<file path="src/hw/rtl/hmfp_pkg.sv">
// Shared types, character codes and helpers for the hex marker frame parser.
package hmfp_pkg;

  // Frame kind codes reported on the result channel
  localparam logic [2:0] KIND_NONE    = 3'd0;
  localparam logic [2:0] KIND_KEYS    = 3'd1;
  localparam logic [2:0] KIND_FADER1  = 3'd2;
  localparam logic [2:0] KIND_FADER2  = 3'd3;
  localparam logic [2:0] KIND_CTRL    = 3'd4;
  localparam logic [2:0] KIND_DROPPED = 3'd5;

  // Start markers and terminators
  localparam logic [7:0] CH_KEYS_START = 8'h21;  // '!'
  localparam logic [7:0] CH_KEYS_END   = 8'h40;  // '@'
  localparam logic [7:0] CH_FAD1_START = 8'h23;  // '#'
  localparam logic [7:0] CH_FAD1_END   = 8'h24;  // '$'
  localparam logic [7:0] CH_FAD2_START = 8'h26;  // '&'
  localparam logic [7:0] CH_FAD2_END   = 8'h2A;  // '*'
  localparam logic [7:0] CH_CTRL_START = 8'h28;  // '('
  localparam logic [7:0] CH_CTRL_END   = 8'h29;  // ')'

  // Digit range bounds
  localparam logic [7:0] CH_DIG_0 = 8'h30;  // '0'
  localparam logic [7:0] CH_DIG_9 = 8'h39;  // '9'
  localparam logic [7:0] CH_UC_A  = 8'h41;  // 'A'
  localparam logic [7:0] CH_UC_F  = 8'h46;  // 'F'
  localparam logic [7:0] CH_LC_A  = 8'h61;  // 'a'
  localparam logic [7:0] CH_LC_F  = 8'h66;  // 'f'

  // History depth: marker plus up to four digits
  localparam int unsigned HIST_DEPTH = 5;

  typedef logic [7:0] byte_t;
  typedef logic [3:0] nibble_t;

  // Hex digit value; anything that is not a hex digit gives its low nibble
  function automatic nibble_t nibble_of(input byte_t c);
    byte_t v;
    v = c;
    if (c >= CH_DIG_0 && c <= CH_DIG_9) begin
      v = c - CH_DIG_0;
    end else if (c >= CH_UC_A && c <= CH_UC_F) begin
      v = c - CH_UC_A + 8'd10;
    end else if (c >= CH_LC_A && c <= CH_LC_F) begin
      v = c - CH_LC_A + 8'd10;
    end
    return v[3:0];
  endfunction

endpackage

</file>
<file path="src/hw/rtl/hex_marker_frame_parser.sv">
// Top level of the hex marker frame parser: byte history, position counter, result register.
//
// Takes one received ASCII byte per request and returns exactly one result per byte:
// '!'dddd'@' gives kind 1 with a 16-bit key bitmap, '#'dd'$', '&'dd'*' and '('dd')' give
// kinds 2, 3 and 4 with an 8-bit value in the low byte, a terminator whose marker and
// digits are not in place gives kind 5 (dropped frame), and any other byte gives kind 0.
// Digits that are not hex contribute their low nibble. Every terminator clears the
// history and the position counter; other bytes shift in and advance the counter, which
// wraps to zero at WRAP_LENGTH. Each accepted byte's result is registered, and a new byte is
// accepted every cycle as long as the result register is empty or being drained in the same
// cycle; throughput is one byte per clock.
module hex_marker_frame_parser #(
  parameter int unsigned WRAP_LENGTH = 64
) (
  input  logic        clk,
  input  logic        rst_n,
  input  logic        in_valid,
  output logic        in_ready,
  input  logic [7:0]  in_rx_byte,
  output logic        out_valid,
  input  logic        out_ready,
  output logic [2:0]  out_frame_kind,
  output logic [15:0] out_frame_value
);

  localparam int unsigned CNT_W = $clog2(WRAP_LENGTH);

  hmfp_pkg::byte_t   hist_r [hmfp_pkg::HIST_DEPTH];
  logic [CNT_W-1:0]  cnt_r;
  logic              out_valid_r;
  logic [2:0]        kind_r;
  logic [15:0]       value_r;

  logic              in_acc;
  logic              is_term;
  logic              frame_ok;
  logic              long_frame;
  hmfp_pkg::byte_t   start_ch;
  logic [2:0]        good_kind;
  logic [2:0]        kind_nxt;
  logic [15:0]       value_nxt;
  logic [CNT_W-1:0]  cnt_nxt;

  // Handshake: result register is free or drains this cycle
  assign in_ready = !out_valid_r || out_ready;
  assign in_acc   = in_valid && in_ready;

  // Terminator decode
  always_comb begin
    is_term    = 1'b1;
    long_frame = 1'b0;
    start_ch   = hmfp_pkg::CH_KEYS_START;
    good_kind  = hmfp_pkg::KIND_NONE;
    unique case (in_rx_byte)
      hmfp_pkg::CH_KEYS_END: begin
        long_frame = 1'b1;
        start_ch   = hmfp_pkg::CH_KEYS_START;
        good_kind  = hmfp_pkg::KIND_KEYS;
      end
      hmfp_pkg::CH_FAD1_END: begin
        start_ch  = hmfp_pkg::CH_FAD1_START;
        good_kind = hmfp_pkg::KIND_FADER1;
      end
      hmfp_pkg::CH_FAD2_END: begin
        start_ch  = hmfp_pkg::CH_FAD2_START;
        good_kind = hmfp_pkg::KIND_FADER2;
      end
      hmfp_pkg::CH_CTRL_END: begin
        start_ch  = hmfp_pkg::CH_CTRL_START;
        good_kind = hmfp_pkg::KIND_CTRL;
      end
      default: begin
        is_term = 1'b0;
      end
    endcase
  end

  // Marker check: enough bytes since last terminator and marker in its slot
  always_comb begin
    if (long_frame) begin
      frame_ok = (cnt_r >= CNT_W'(5)) && (hist_r[4] == start_ch);
    end else begin
      frame_ok = (cnt_r >= CNT_W'(3)) && (hist_r[2] == start_ch);
    end
  end

  // Result selection and value assembly
  always_comb begin
    kind_nxt  = hmfp_pkg::KIND_NONE;
    value_nxt = '0;
    if (is_term) begin
      if (frame_ok) begin
        kind_nxt = good_kind;
        if (long_frame) begin
          value_nxt = {hmfp_pkg::nibble_of(hist_r[3]), hmfp_pkg::nibble_of(hist_r[2]),
                       hmfp_pkg::nibble_of(hist_r[1]), hmfp_pkg::nibble_of(hist_r[0])};
        end else begin
          value_nxt = {8'h00, hmfp_pkg::nibble_of(hist_r[1]),
                       hmfp_pkg::nibble_of(hist_r[0])};
        end
      end else begin
        kind_nxt = hmfp_pkg::KIND_DROPPED;
      end
    end
  end

  // Position counter with wrap
  always_comb begin
    if (is_term || cnt_r == CNT_W'(WRAP_LENGTH - 1)) begin
      cnt_nxt = '0;
    end else begin
      cnt_nxt = cnt_r + CNT_W'(1);
    end
  end

  // History and counter update on each accepted byte
  always_ff @(posedge clk) begin
    if (!rst_n) begin
      for (int i = 0; i < hmfp_pkg::HIST_DEPTH; i++) begin
        hist_r[i] <= '0;
      end
      cnt_r <= '0;
    end else if (in_acc) begin
      cnt_r <= cnt_nxt;
      if (is_term) begin
        for (int i = 0; i < hmfp_pkg::HIST_DEPTH; i++) begin
          hist_r[i] <= '0;
        end
      end else begin
        for (int i = hmfp_pkg::HIST_DEPTH - 1; i > 0; i--) begin
          hist_r[i] <= hist_r[i-1];
        end
        hist_r[0] <= in_rx_byte;
      end
    end
  end

  // Result register valid
  always_ff @(posedge clk) begin
    if (!rst_n) begin
      out_valid_r <= 1'b0;
    end else if (in_acc) begin
      out_valid_r <= 1'b1;
    end else if (out_ready) begin
      out_valid_r <= 1'b0;
    end
  end

  // Result register payload
  always_ff @(posedge clk) begin
    if (in_acc) begin
      kind_r  <= kind_nxt;
      value_r <= value_nxt;
    end
  end

  assign out_valid       = out_valid_r;
  assign out_frame_kind  = kind_r;
  assign out_frame_value = value_r;

endmodule
</file>
<file path="config.mk">
export PLATFORM = sky130hd
export DESIGN_NAME = hex_marker_frame_parser
export DESIGN_NICKNAME = d
export VERILOG_FILES = /design/src/hw/rtl/hmfp_pkg.sv /design/src/hw/rtl/hex_marker_frame_parser.sv
export SDC_FILE = /design/constraint.sdc
export NUM_CORES = 1
export LEC_CHECK = 0
export BUFFER_PORTS_ARGS = -buffer_cell sky130_fd_sc_hd__buf_2
export CORE_ASPECT_RATIO = 0.7
export CORE_MARGIN = 2
export CORE_UTILIZATION = 45
export DETAILED_ROUTE_END_ITERATION = 7
export PLACE_DENSITY = 0.6
export SYNTH_ARGS = -nofsm -noshare
export SYNTH_HDL_FRONTEND = slang
export SYNTH_SLANG_ARGS = --single-unit
</file>
<file path="constraint.sdc">
create_clock -name clk -period 4.05 [get_ports clk]
set_input_delay 0.2025 -clock clk [delete_from_list [all_inputs] [get_ports clk]]
set_output_delay 0.2025 -clock clk [all_outputs]
set_load 0.01 [all_outputs]
</file>
; Yosys cells after proc, flatten, opt, wreduce, memory -nomap -nowiden
; Memory sizes are Yosys's and may differ from the RTL's.
; Cells that the tools add are included.
[word_totals]
regBits = 26
ram_bits = 40
inputBits = 12
output_inout_bits = 21
n_memories = 1
[memory_table]
columns = memory, depth, word_bits, read_ports, rd_clocked_by_memory_dff, wr, line
row1 = hist_r, 5, 8, 5, 0, 5, hex_marker_frame_parser.sv:28  ; hmfp_pkg::byte_t hist_r [hmfp_pkg::HIST_DEPTH];
[classes]
addsub = 21
magnitude_cmp = 26
eq_ne = 7
mux = 40
bitwise = 10
reduce_logical = 22
[ops]
columns = op, n
row1 = 2-to-1 mux 8 bit, 10
row2 = ">= comparator 8 x 7 -> 1 bit, second input constant", 8
row3 = "<= comparator 8 x 7 -> 1 bit, second input constant", 8
row4 = 2-to-1 mux 4 bit, 12
row5 = "subtractor 4 x 1 -> 4 bit, second input constant", 12
row6 = "adder 4 bit, second input constant", 8
row7 = ">= comparator 8 x 6 -> 1 bit, second input constant", 4
row8 = "<= comparator 8 x 6 -> 1 bit, second input constant", 4
row9 = "equality test 8 x 6 -> 1 bit, second input constant", 3
row10 = logical AND 1 bit, 15
row11 = 2-to-1 mux 1 bit, 14
row12 = one-hot mux 3 bit (4 select lines), 1
row13 = one-hot mux 4 bit (3 select lines), 1
row14 = bitwise OR 1 bit, 10
row15 = equality test 8 x 6 -> 1 bit, 1
row16 = "equality test 8 x 7 -> 1 bit, second input constant", 1
row17 = equality test 8 bit, 1
row18 = "adder 6 x 1 -> 6 bit, second input constant", 1
row19 = "equality test 6 bit, second input constant", 1
row20 = ">= comparator 6 x 2 -> 1 bit, second input constant", 1
row21 = ">= comparator 6 x 3 -> 1 bit, second input constant", 1
row22 = 2-to-1 mux 6 bit, 1
row23 = OR reduction 4 bit, 1
row24 = 2-to-1 mux 3 bit, 1
row25 = other kinds (5), 6

; Depth between registers and ports, before layout
; Gate-level depths: netlist (run 1).
[logic_depth]
ltp_word = 9
ltp_mapped = 9
depth_no_buf = 7

; Worst setup path before layout (run 1)
; OpenSTA, ideal clock, no wires.
[synth_timing]
path_kind = in2reg
start = input port in_rx_byte[1]
end = register value_r[5], in the netlist out_frame_value[5], data pin
setup_time_ns = 0.158
arrival_time_ns = 2.035
t_required_ns = 3.892
setup_slack_ns = 1.857
stages = 8
cell_sequence = clkbuf_1 -> or3b_1 -> a211oi_4 -> o2111ai_1 -> a311o_1 -> buf_6 -> buf_6 -> a211oi_2
[synth_via]
elab_chain_len = 6
[synth_lines]
columns = element, line
row1 = "start, declared", hex_marker_frame_parser.sv:19  ; input logic [7:0] in_rx_byte,
row2 = equality test 8 x 6 -> 1 bit, hex_marker_frame_parser.sv:54  ; unique case (in_rx_byte)
row3 = one-hot mux 4 bit (3 select lines), hex_marker_frame_parser.sv:54
row4 = equality test 8 x 6 -> 1 bit / equality test 8 bit (equally long branches), "hex_marker_frame_parser.sv:83, hex_marker_frame_parser.sv:81"
row5 = logical AND 1 bit (on tied branches), "hex_marker_frame_parser.sv:83, hex_marker_frame_parser.sv:81"
row6 = 2-to-1 mux 1 bit, hex_marker_frame_parser.sv:80  ; if (long_frame) begin
row7 = AND reduction 2 bit (no source line) (*), -
row8 = "end signal, assigned", hex_marker_frame_parser.sv:153  ; value_r <= value_nxt;
row9 = "end, declared", hex_marker_frame_parser.sv:32  ; logic [15:0] value_r;
; Every way passes the cells marked *; elsewhere a longest branch is shown, timed or not.
; A chain may end at the register's enable or synchronous reset.

; Final worst setup path (run 1)
[layout_timing]
start = input port in_rx_byte[4]
end = register kind_r[2], in the netlist out_frame_kind[2], data pin
[layout_via]
elab_chain_len = 6
[layout_lines]
columns = element, line
row1 = equality test 8 x 6 -> 1 bit, hex_marker_frame_parser.sv:54
row2 = one-hot mux 4 bit (3 select lines), hex_marker_frame_parser.sv:54
row3 = equality test 8 x 6 -> 1 bit / equality test 8 bit (equally long branches), "hex_marker_frame_parser.sv:83, hex_marker_frame_parser.sv:81"
row4 = logical AND 1 bit (on tied branches), "hex_marker_frame_parser.sv:83, hex_marker_frame_parser.sv:81"
row5 = 2-to-1 mux 1 bit, hex_marker_frame_parser.sv:80
row6 = 2-to-1 mux 3 bit, hex_marker_frame_parser.sv:92  ; if (frame_ok) begin
row7 = "end signal, assigned", hex_marker_frame_parser.sv:152  ; kind_r <= kind_nxt;
row8 = "end, declared", hex_marker_frame_parser.sv:31  ; logic [2:0] kind_r;
; Several ways; a longest one is shown, not always the timed one.

==> flow_metrics.tcl, run 1 <==
set metrics [dict create \
    async_flop_share_pct 0 \
    antenna_cells 0 \
    drt-wirelength-per-cell_um 15.9 \
    nNetsFinal 340 \
    cts_max_path_buffers 2 \
    place_area_mm2 0.00363 \
    grtUsageTotal_pct 17.3 \
    dieArea_mm2 0.00822 \
    grt_pass1_wl_mm 10.8 \
    min_period_ns 2.48 \
    synth_xor_area_share_pct 2.60 \
    startpoint_type "input pin" \
    internal_power_uw 1180 \
    cap_violations 0 \
    rows 26 \
    start_util_pct 46.3 \
    p_clk_share_pct 38.8 \
    cts_sinks 66 \
    cts_resized 0 \
    drt_iter0_markers 109 \
    synthSimpleGateAreaFrac_pct 21.4 \
    fmax_mhz 404 \
    cp_cell_sequence "buf_2 -> or4b_1 -> a211oi_4 -> o2111ai_1 -> a311o_1 -> a31o_1" \
    critPathKind "input pin to flip-flop" \
    die_h_um 76.4 \
    netlist_instances 278 \
    max_slew_margin_pct 22.9 \
    postRouteAntennaNets 0 \
    synth_compound_area_share_pct 8.90 \
    post-synth-top-count-cell "edfxtp_1" \
    sw_frac_of_total_pct 23.1 \
    gp_congestion 0.757 \
    nFillCells 656 \
    dieWidth_um 107 \
    cpMaxStageDelayCell "or4b_1" \
    ys_warn_count 0 \
    power.switching_uw 353 \
    yosys_register_bits 66 \
    synth-adder-area-share_pct 5.56 \
    final_area_mm2 0.00384 \
    finClkSkew_ns 0.00654 \
    overflow 0 \
    drv_slew 0 \
    ys_seq_area_share_pct 56.7 \
    viasPerCell 5.32 \
    critical_path.top_delay_family "compound AO/OA/AOI/OAI gates" \
    drt-total-wl_mm 6.60 \
    critPathArrivalTime_ns 2.57 \
    grt_antenna_before_repair 0 \
    h-tree-depth 3 \
    ios 33 \
    coreArea_mm2 0.00729 \
    r2r-start "hist_r[0][36]$_SDFFCE_PN0P_" \
    synth_top_family_by_area "simple AND/OR/NAND/NOR gates" \
    cts-buffers-inserted 9 \
    crit_buf_inv 1 \
    port_buffers 32 \
    min-delay-start "in_valid" \
    worstPathRequired_ns 4.14 \
    fin_cells 416 \
    cp_max_fo 17 \
    synth.area.mux_share_pct 1.48 \
    cts_tree "done" \
    combPwrFrac_pct 8.0 \
    peakVddDrop_v 0.000221 \
    hold_path_class "input pin to flip-flop" \
    dr_total_vias 2212 \
    synth_area_leaders "edfxtp_1 (53%), and2_1 (7.6%), ha_1 (5.6%), dfxtp_1 (4.2%), nor2_1 (2.0%)" \
    finalWorstSetupSlack_ns 1.57 \
    setup_viol 0 \
    total_leakage_power_uw 0.00144 \
    power_frac_seq_pct 53.3 \
    hold_viol 0 \
    fin_tns_setup_ns 0 \
    fin_crit_sh_pct 61.2 \
    cts_hold_buf 0 \
    cp-end-kind "flip-flop" \
    syn-mean-instance-area_um2 12.1 \
    yosysTopAreaCellShare_pct 52.5 \
    dp_hpwl_mm 4.60 \
    cts_root_buf "clkbuf_8" \
    drt_first_pass_iters 4 \
    syn_nets 305 \
    synth-edff-count 59 \
    preCtsSetupSlack_ns 1.25 \
    cts_setup_buffers 0 \
    status "complete, no violations" \
    power_density_mw_per_mm2 399 \
    synthTopCellsByCount "edfxtp_1 (59), and2_1 (41), nor2_1 (18)" \
    clkSlewWorstSetupHoldPaths_ns 0.07 \
    grt_pass1_vias 2123 \
    crit_path_max_incr_delay_ns 0.69 \
    synth_top_area_cell "edfxtp_1" \
    rsz0062_at_grt "no" \
    clk_latency_ns 0.34 \
    drive_above_1_share_pct 18.6 \
    startpoint "in_rx_byte[4]" \
    syn_to_final_growth_pct 13.8 \
    drc 0 \
    tightest_slew_ns 1.15 \
    grt_max_degree 30 \
    ys_types 52 \
    netlist_area_mm2 0.00337 \
    place_inst 400 \
    ys.flop_type "edfxtp_1" \
]
[layer usage]
metal | routed length, um | share of wire (%) | vias to the layer above | GRT usage (%)
li1 | - | - | 1093 | -
met1 | 3510 | 53 | 1052 | 26.0
met2 | 2750 | 42 | 59 | 23.8
met3 | 264 | 4.0 | 8 | 6.42
met4 | 72 | 1.1 | 0 | 3.46
met5 | 0 | 0 | - | 0
[layout make-up]
| class | instances | area, um2 | area share (%) |
|---|---|---|---|
| inverters | 14 | 52.6 | 1.37 |
| flip-flops and latches | 66 | 1910 | 49.8 |
| well taps | 98 | 123 | 3.19 |
| clock inverters | 6 | 81.3 | 2.12 |
| repair buffers | 36 | 190 | 4.95 |
| clock buffers | 10 | 128 | 3.32 |
| multi-input cells | 186 | 1350 | 35.2 |
[metrics by stage]
stage / util [%] / power [uW] / hold WS (ns)
after floorplan: - / 903 / 0.341
after global placement: 49.8 / 951 / 0.487
after detailed placement: 49.8 / 953 / 0.490
after CTS: 52.7 / 1550 / 0.124
after global routing: 52.7 / 1600 / 0.139
final: 52.7 / 1530 / 0.137
[tightest hold or removal path: stages]
cell	delay, ns
buf_2	0.12
inv_1	0.04
a21boi_0	0.06
[placed cells by master, fill, tap and decap left out, drive strengths merged, types with 3 or more instances in the layout]
master	count
mux2i	5
buf	36
edfxtp	59
clkinv	4
nor4b	6
nand3	7
or4b	5
xnor2	5
inv	14
clkbuf	10
nor3b	5
nor4	4
and2	41
o21ai	8
nand2	11
a211oi	9
nor3	5
ha	15
nor2	18
xor2	5
dfxtp	7
nand2b	3
a21boi	3
a311oi	5
[power by group through the flow]
stage | Sequential, uW | Combinational, uW | Clock, uW
after floorplan | 825 | 78.0 | 0
after global placement | 830 | 121 | 0
after detailed placement | 830 | 122 | 0
after CTS | 815 | 124 | 607
after global routing | 821 | 138 | 640
final | 815 | 122 | 593
[kinds of logic after synthesis]
group	after synthesis
flip-flops	66
XOR/XNOR	10
buffers and inverters	26
adder cells (fa/ha/maj)	15
AO/OA/AOI/OAI	37
multiplexers	5
AND/OR/NAND/NOR	119
[registers in the layout, summed over array words and instances, names as in the netlist]
register / cells
out_frame_value: 16
out_frame_kind: 3
cnt_r: 6
hist_r: 40
out_valid: 1
[final timing paths]
path,depth (start not counted),slack [ns],to
setup / recovery,6,1.57,out_frame_kind[2]$_SDFFCE_PP0P_
hold / removal,3,0.14,out_valid$_SDFFE_PN0P_
setup reg to reg,4,1.74,out_frame_kind[2]$_SDFFCE_PP0P_
hold reg to reg,1,0.51,cnt_r[4]$_SDFFE_PN0P_
No activity file was read; power rests on OpenSTA's default activity.
==> inputs of run 2 (changes only) <==
ABC_AREA = 1   (was default)
PLACE_DENSITY = 0.63   (was 0.6)
clock period = 2.1 ns   (was 4.05 ns; I/O delays follow)
==> run 2 against run 1 <==
Net effect: hold slack got worse by 0.060 ns; total power increased by 91%; clock skew about the same; via count increased by 5.7%; first-iteration DRC count increased by 10%; critical path depth increased by 5; clock power increased by 69%; cell count increased by 19%; routed wire length decreased by 5.4%; flip-flop and latch count unchanged.
==> flow_metrics.tcl, run 2 <==
set metrics [dict create \
    status "complete, no violations" \
    viasPerCell 4.70 \
    nNetsFinal 421 \
    critPathKind "flip-flop to flip-flop" \
    ys_seq_area_share_pct 56.1 \
    total_leakage_power_uw 0.00171 \
    clkSlewWorstSetupHoldPaths_ns 0.07 \
    critical_path.top_delay_family "simple AND/OR/NAND/NOR gates" \
    cts_tree "done" \
    cts_sinks 66 \
    grtUsageTotal_pct 16.9 \
    clk_latency_ns 0.34 \
    start_util_pct 46.6 \
    overflow 0 \
    cp_cell_sequence "inv_1 -> ha_1 -> inv_1 -> o21ai_0 -> nand2_1 -> nand4_1 -> nor2_1 -> nand4_2 -> nand2_2 -> nand2_4 -> nor2_2" \
    async_flop_share_pct 0 \
    yosys_register_bits 66 \
    top_register "hist_r" \
    grt_antenna_before_repair 0 \
    hold_viol 0 \
    dieWidth_um 108 \
    synthTopCellsByCount "inv_1 (67), nor2_1 (63), edfxtp_1 (59)" \
    rsz0062_at_grt "no" \
    grt_max_degree 43 \
    drive_above_1_share_pct 22.6 \
    syn_to_final_growth_pct 14.7 \
    finClkSkew_ns 0.00684 \
    max_slew_margin_pct 60.4 \
    dieArea_mm2 0.00830 \
    syn-mean-instance-area_um2 9.69 \
    crit_buf_inv 2 \
    drt_iter0_markers 120 \
    worstPathRequired_ns 2.30 \
    cts_resized 0 \
    dp_hpwl_mm 4.51 \
    synth_top_area_cell "edfxtp_1" \
    power_frac_seq_pct 53.9 \
    fmax_mhz 533 \
    drc 0 \
    cts_max_path_buffers 2 \
    ys_warn_count 0 \
    cp_max_fo 8 \
    h-tree-depth 3 \
    met3_length_um 385 \
    sw_frac_of_total_pct 25.3 \
    yosysTopAreaCellShare_pct 52.0 \
    cts_root_buf "clkbuf_8" \
    final_cell_mix "inv_1 (65), nor2_1 (62), edfxtp_1 (59)" \
    setup_viol 0 \
    top_layer_used "met4" \
    fin_crit_sh_pct 89.3 \
    cts_setup_buffers 0 \
    grt_pass1_wl_mm 10.5 \
    min_period_ns 1.87 \
    rows 26 \
    antenna_cells 0 \
    fin_tns_setup_ns 0 \
    layout.cells.most_common "inv_1" \
    synth-edff-count 59 \
    grt_pass1_vias 2151 \
    internal_power_uw 2190 \
    hold_path_class "input pin to flip-flop" \
    post-synth-top-count-cell "inv_1" \
    cpMaxStageDelayCell "dfxtp_1" \
    ios 33 \
    syn_nets 379 \
    netlist_instances 352 \
    port_buffers 32 \
    tightest_slew_ns 0.588 \
    wl_met2_mm 2.41 \
    ys.flop_type "edfxtp_1" \
    nFillCells 702 \
    gp_congestion 0.814 \
    critPathArrivalTime_ns 2.08 \
    cp-end-kind "flip-flop" \
    drt-wirelength-per-cell_um 12.6 \
    p_clk_share_pct 34.3 \
    cap_violations 0 \
    die_h_um 76.8 \
    coreArea_mm2 0.00732 \
    synth_area_leaders "edfxtp_1 (52%), inv_1 (7.4%), nor2_1 (6.9%), ha_1 (5.5%), nand2_1 (5.4%)" \
    cts_hold_buf 0 \
    crit_path_max_incr_delay_ns 0.37 \
    combPwrFrac_pct 11.8 \
    ys_types 32 \
    largest_reg_flops 40 \
    critPathMostFrequentCell "inv_1" \
    power_density_mw_per_mm2 749 \
    drt_first_pass_iters 4 \
    drt-total-wl_mm 6.24 \
    drv_slew 0 \
    power.switching_uw 741 \
    netlist_area_mm2 0.00341 \
    postRouteAntennaNets 0 \
    wl_met1_mm 3.35 \
    dr_total_vias 2337 \
    finish.utilization_pct 53.4 \
    peakVddDrop_v 0.000375 \
    startpoint_type "flip-flop" \
    cts-buffers-inserted 9 \
]
run 2: cell count changes after synthesis, sizes merged, moves of 6 or more:
cell    before  now
nand3        7   13
nor2        18   75
clkbuf       8    0
inv         14   72
nand2       11   58
nor4b        6    0
a211oi       9    0
and2        41    0
a21oi        0    9
run 2: cells by family after synthesis:
kind of cell / Yosys count / share of synthesized area [%]
adders and majority gates: 15 / 5.50
DFF: 66 / 56.1
AOI/OAI and AO/OA: 20 / 4.18
and+or+nand+nor: 166 / 23.0
buffers and inverters: 77 / 9.14
xor gates and xnor gates: 8 / 2.06
run 2: metal layers:
metal,vias to the layer above,global-route usage [%]
met3,7,5.36
met1,1060,26.2
met2,65,21.3
met4,0,6.67
li1,1205,-
met5,-,0
run 2: worst register-to-register path, delay by kind of cell, from the launching register on:
family                   cells  cell delay, ns
AND/OR/NAND/NOR              7            0.96
flip-flops                   1            0.37
adder cells (fa/ha/maj)      1            0.21
buffers and inverters        2            0.15
AO/OA/AOI/OAI                1            0.06
run 2: final timing paths:
| path | from | end | slack, ns | depth (start not counted) |
|---|---|---|---|---|
| max | cnt_r[0]$_SDFFE_PN0P_ | out_frame_value[2]$_SDFFCE_PN0P_ | 0.23 | 11 |
| min | in_valid | out_valid$_SDFFE_PN0P_ | 0.08 | 3 |
| max reg2reg | cnt_r[0]$_SDFFE_PN0P_ | out_frame_value[2]$_SDFFCE_PN0P_ | 0.23 | 11 |
| min reg2reg | out_valid$_SDFFE_PN0P_ | out_valid$_SDFFE_PN0P_ | 0.51 | 2 |
run 2: area by class of cell:
cell class | count | area, um2 | share of cell area, %
Timing Repair Buffer | 36 | 215 | 5.50
Multi-Input combinational cell | 209 | 1200 | 30.8
Clock inverter | 4 | 42.5 | 1.09
Tap cell | 98 | 123 | 3.14
Clock buffer | 12 | 135 | 3.46
Sequential cell | 66 | 1910 | 48.9
Inverter | 72 | 278 | 7.10
run 2: through the flow:
step                      instance area [um2]  hold slack [ns]  instances  power [uW]  setup WS, ns
after global routing                     3910           0.0862        497        3080        0.0545
after detailed placement                 3730            0.424        481        1950         0.245
after global placement                   3730            0.418        481        1940         0.278
after floorplan                          3440            0.280        352        1840        0.0414
final                                    3910           0.0768        497        2930         0.225
after CTS                                3910           0.0568        497        2960         0.227
run 2: power by group through the flow:
stage	clock network [uW]	registers (uW)	logic, uW
finish	1000	1580	346
global route	1090	1590	401
CTS	1030	1580	349
detailed placement	0	1610	346
global placement	0	1600	339
floorplan	0	1610	233
==> inputs of run 3 (changes only) <==
RECOVER_POWER = 50   (was default)
==> run 3 against run 2 <==
Net effect: clock-buffer cell count is the same; cell count is the same; first-iteration DRC count grew 0.83%; non-clock buffer count is the same; global-route usage is the same; cell area shrank 1.7%; flip-flop and latch count is the same; maximum frequency grew 0.32%; sequential power is essentially flat; largest cell class unchanged.
==> flow_metrics.tcl, run 3 (synthesized netlist as in run 2, its figures left out) <==
set metrics [dict create \
    min-delay-start "out_ready" \
    r2r-start "cnt_r[0]$_SDFFE_PN0P_" \
    fin_tns_setup_ns 0 \
    rows 26 \
    coreArea_mm2 0.00732 \
    cts_sinks 66 \
    grt_max_degree 43 \
    final_area_mm2 0.00384 \
    cts_max_path_buffers 2 \
    drt-total-wl_mm 6.25 \
    drt_iter0_markers 121 \
    syn_to_final_growth_pct 12.8 \
    cts_resized 0 \
    hold_path_class "input pin to flip-flop" \
    antenna_cells 0 \
    nNetsFinal 421 \
    cts_setup_buffers 0 \
    cp-end-kind "flip-flop" \
    critPathArrivalTime_ns 2.07 \
    clkSlewWorstSetupHoldPaths_ns 0.06 \
    critPathKind "flip-flop to flip-flop" \
    fin_crit_sh_pct 89.0 \
    drt_first_pass_iters 4 \
    fin_cells 497 \
    peakVddDrop_v 0.000375 \
    drt-wirelength-per-cell_um 12.6 \
    rr_worst_depth 11 \
    drc 0 \
    start_util_pct 46.6 \
    rsz0062_at_grt "no" \
    max_slew_margin_pct 33.2 \
    h-tree-depth 3 \
    die_h_um 76.8 \
    grtUsageTotal_pct 16.9 \
    largest_reg_flops 40 \
    dr_total_vias 2307 \
    setup_viol 0 \
    startpoint_type "flip-flop" \
    finClkSkew_ns 0.00718 \
    min_period_ns 1.87 \
    cp-endpoint "out_frame_value[5]$_SDFFCE_PN0P_" \
    startpoint "cnt_r[0]$_SDFFE_PN0P_" \
    cts-buffers-inserted 9 \
    cap_violations 0 \
    cts_hold_buf 0 \
    gp_congestion 0.814 \
    dieArea_mm2 0.00830 \
    final_cell_mix "inv_1 (66), nor2_1 (63), edfxtp_1 (59)" \
    power_density_mw_per_mm2 756 \
    drv_slew 0 \
    dieWidth_um 108 \
    overflow 0 \
    worstReg2RegEnd "out_frame_value[5]$_SDFFCE_PN0P_" \
    top_register "hist_r" \
    ff2ff_setup_slack_ns 0.23 \
    port_buffers 32 \
    cts_tree "done" \
    ios 33 \
    viasPerCell 4.64 \
    grt_antenna_before_repair 0 \
    cp_max_fo 8 \
    status "complete, no violations" \
    clk_latency_ns 0.34 \
    worstPathRequired_ns 2.30 \
    layout.cells.most_common "inv_1" \
    hold_viol 0 \
    fmax_mhz 535 \
    total_leakage_power_uw 0.00163 \
    postRouteAntennaNets 0 \
    place_inst 481 \
    tightest_slew_ns 1.00 \
    grt_pass1_vias 2151 \
    dp_hpwl_mm 4.51 \
    drive_above_1_share_pct 15.3 \
    grt_pass1_wl_mm 10.5 \
    cts_root_buf "clkbuf_8" \
    place_area_mm2 0.00373 \
]
==> run 3: cell count changes in the layout (fill, tap and decap cells not counted), sizes merged <==
cell / delta
buf: -24
clkbuf: +24
==> run 3: report_power, final <==
group	leakage, uW	switching, uW	total, uW	internal, uW
registers	0.000689	51.7	1580	1530
logic	0.000847	224	332	108
clock network	0.0000894	456	996	540
==> run 3: worst min-delay path by stage <==
stage / end / depth (start not counted)
6_report: out_valid$_SDFFE_PN0P_ / 4
5_1_grt: hist_r[0][4]$_SDFFCE_PN0P_ / 3
4_1_cts: out_valid$_SDFFE_PN0P_ / 3
3_5_place_dp: out_valid$_SDFFE_PN0P_ / 3
3_3_place_gp: out_valid$_SDFFE_PN0P_ / 4
2_1_floorplan: out_valid$_SDFFE_PN0P_ / 2
==> run 3: area by class of cell <==
type | instances | area [um2]
timing repair buffer | 36 | 171
tap | 98 | 123
inverter | 72 | 275
clock buffer | 12 | 135
multi-input combinational | 209 | 1190
clock inverter | 4 | 42.5
fill | 722 | 3470
sequential | 66 | 1910
==> run 3: worst max-delay path: stages, from the launching register on <==
cell,delay (ns)
dfxtp_1,0.37
inv_1,0.10
ha_1,0.20
inv_1,0.05
o21ai_0,0.07
nand2_1,0.08
nand4_1,0.10
nor2_1,0.14
nand4_2,0.24
nand2_2,0.18
nand2_4,0.11
nor2_2,0.10
==> run 3: metal layers <==
metal	up-vias	wire (um)	GRT usage [%]
met5	-	0	0
met4	0	67	6.67
met3	4	432	5.36
met2	53	2460	21.3
met1	1042	3280	26.2
li1	1208	-	-
==> run 3: through the flow <==
stage	power (uW)	hold WS [ns]	setup WS [ns]	utilization [%]
6_report	2910	0.0780	0.231	52.5
5_1_grt	3060	0.0974	0.0398	52.5
4_1_cts	2960	0.0568	0.227	53.4
3_5_place_dp	1950	0.424	0.245	51.0
3_3_place_gp	1940	0.418	0.278	51.0
2_1_floorplan	1840	0.280	0.0414	-
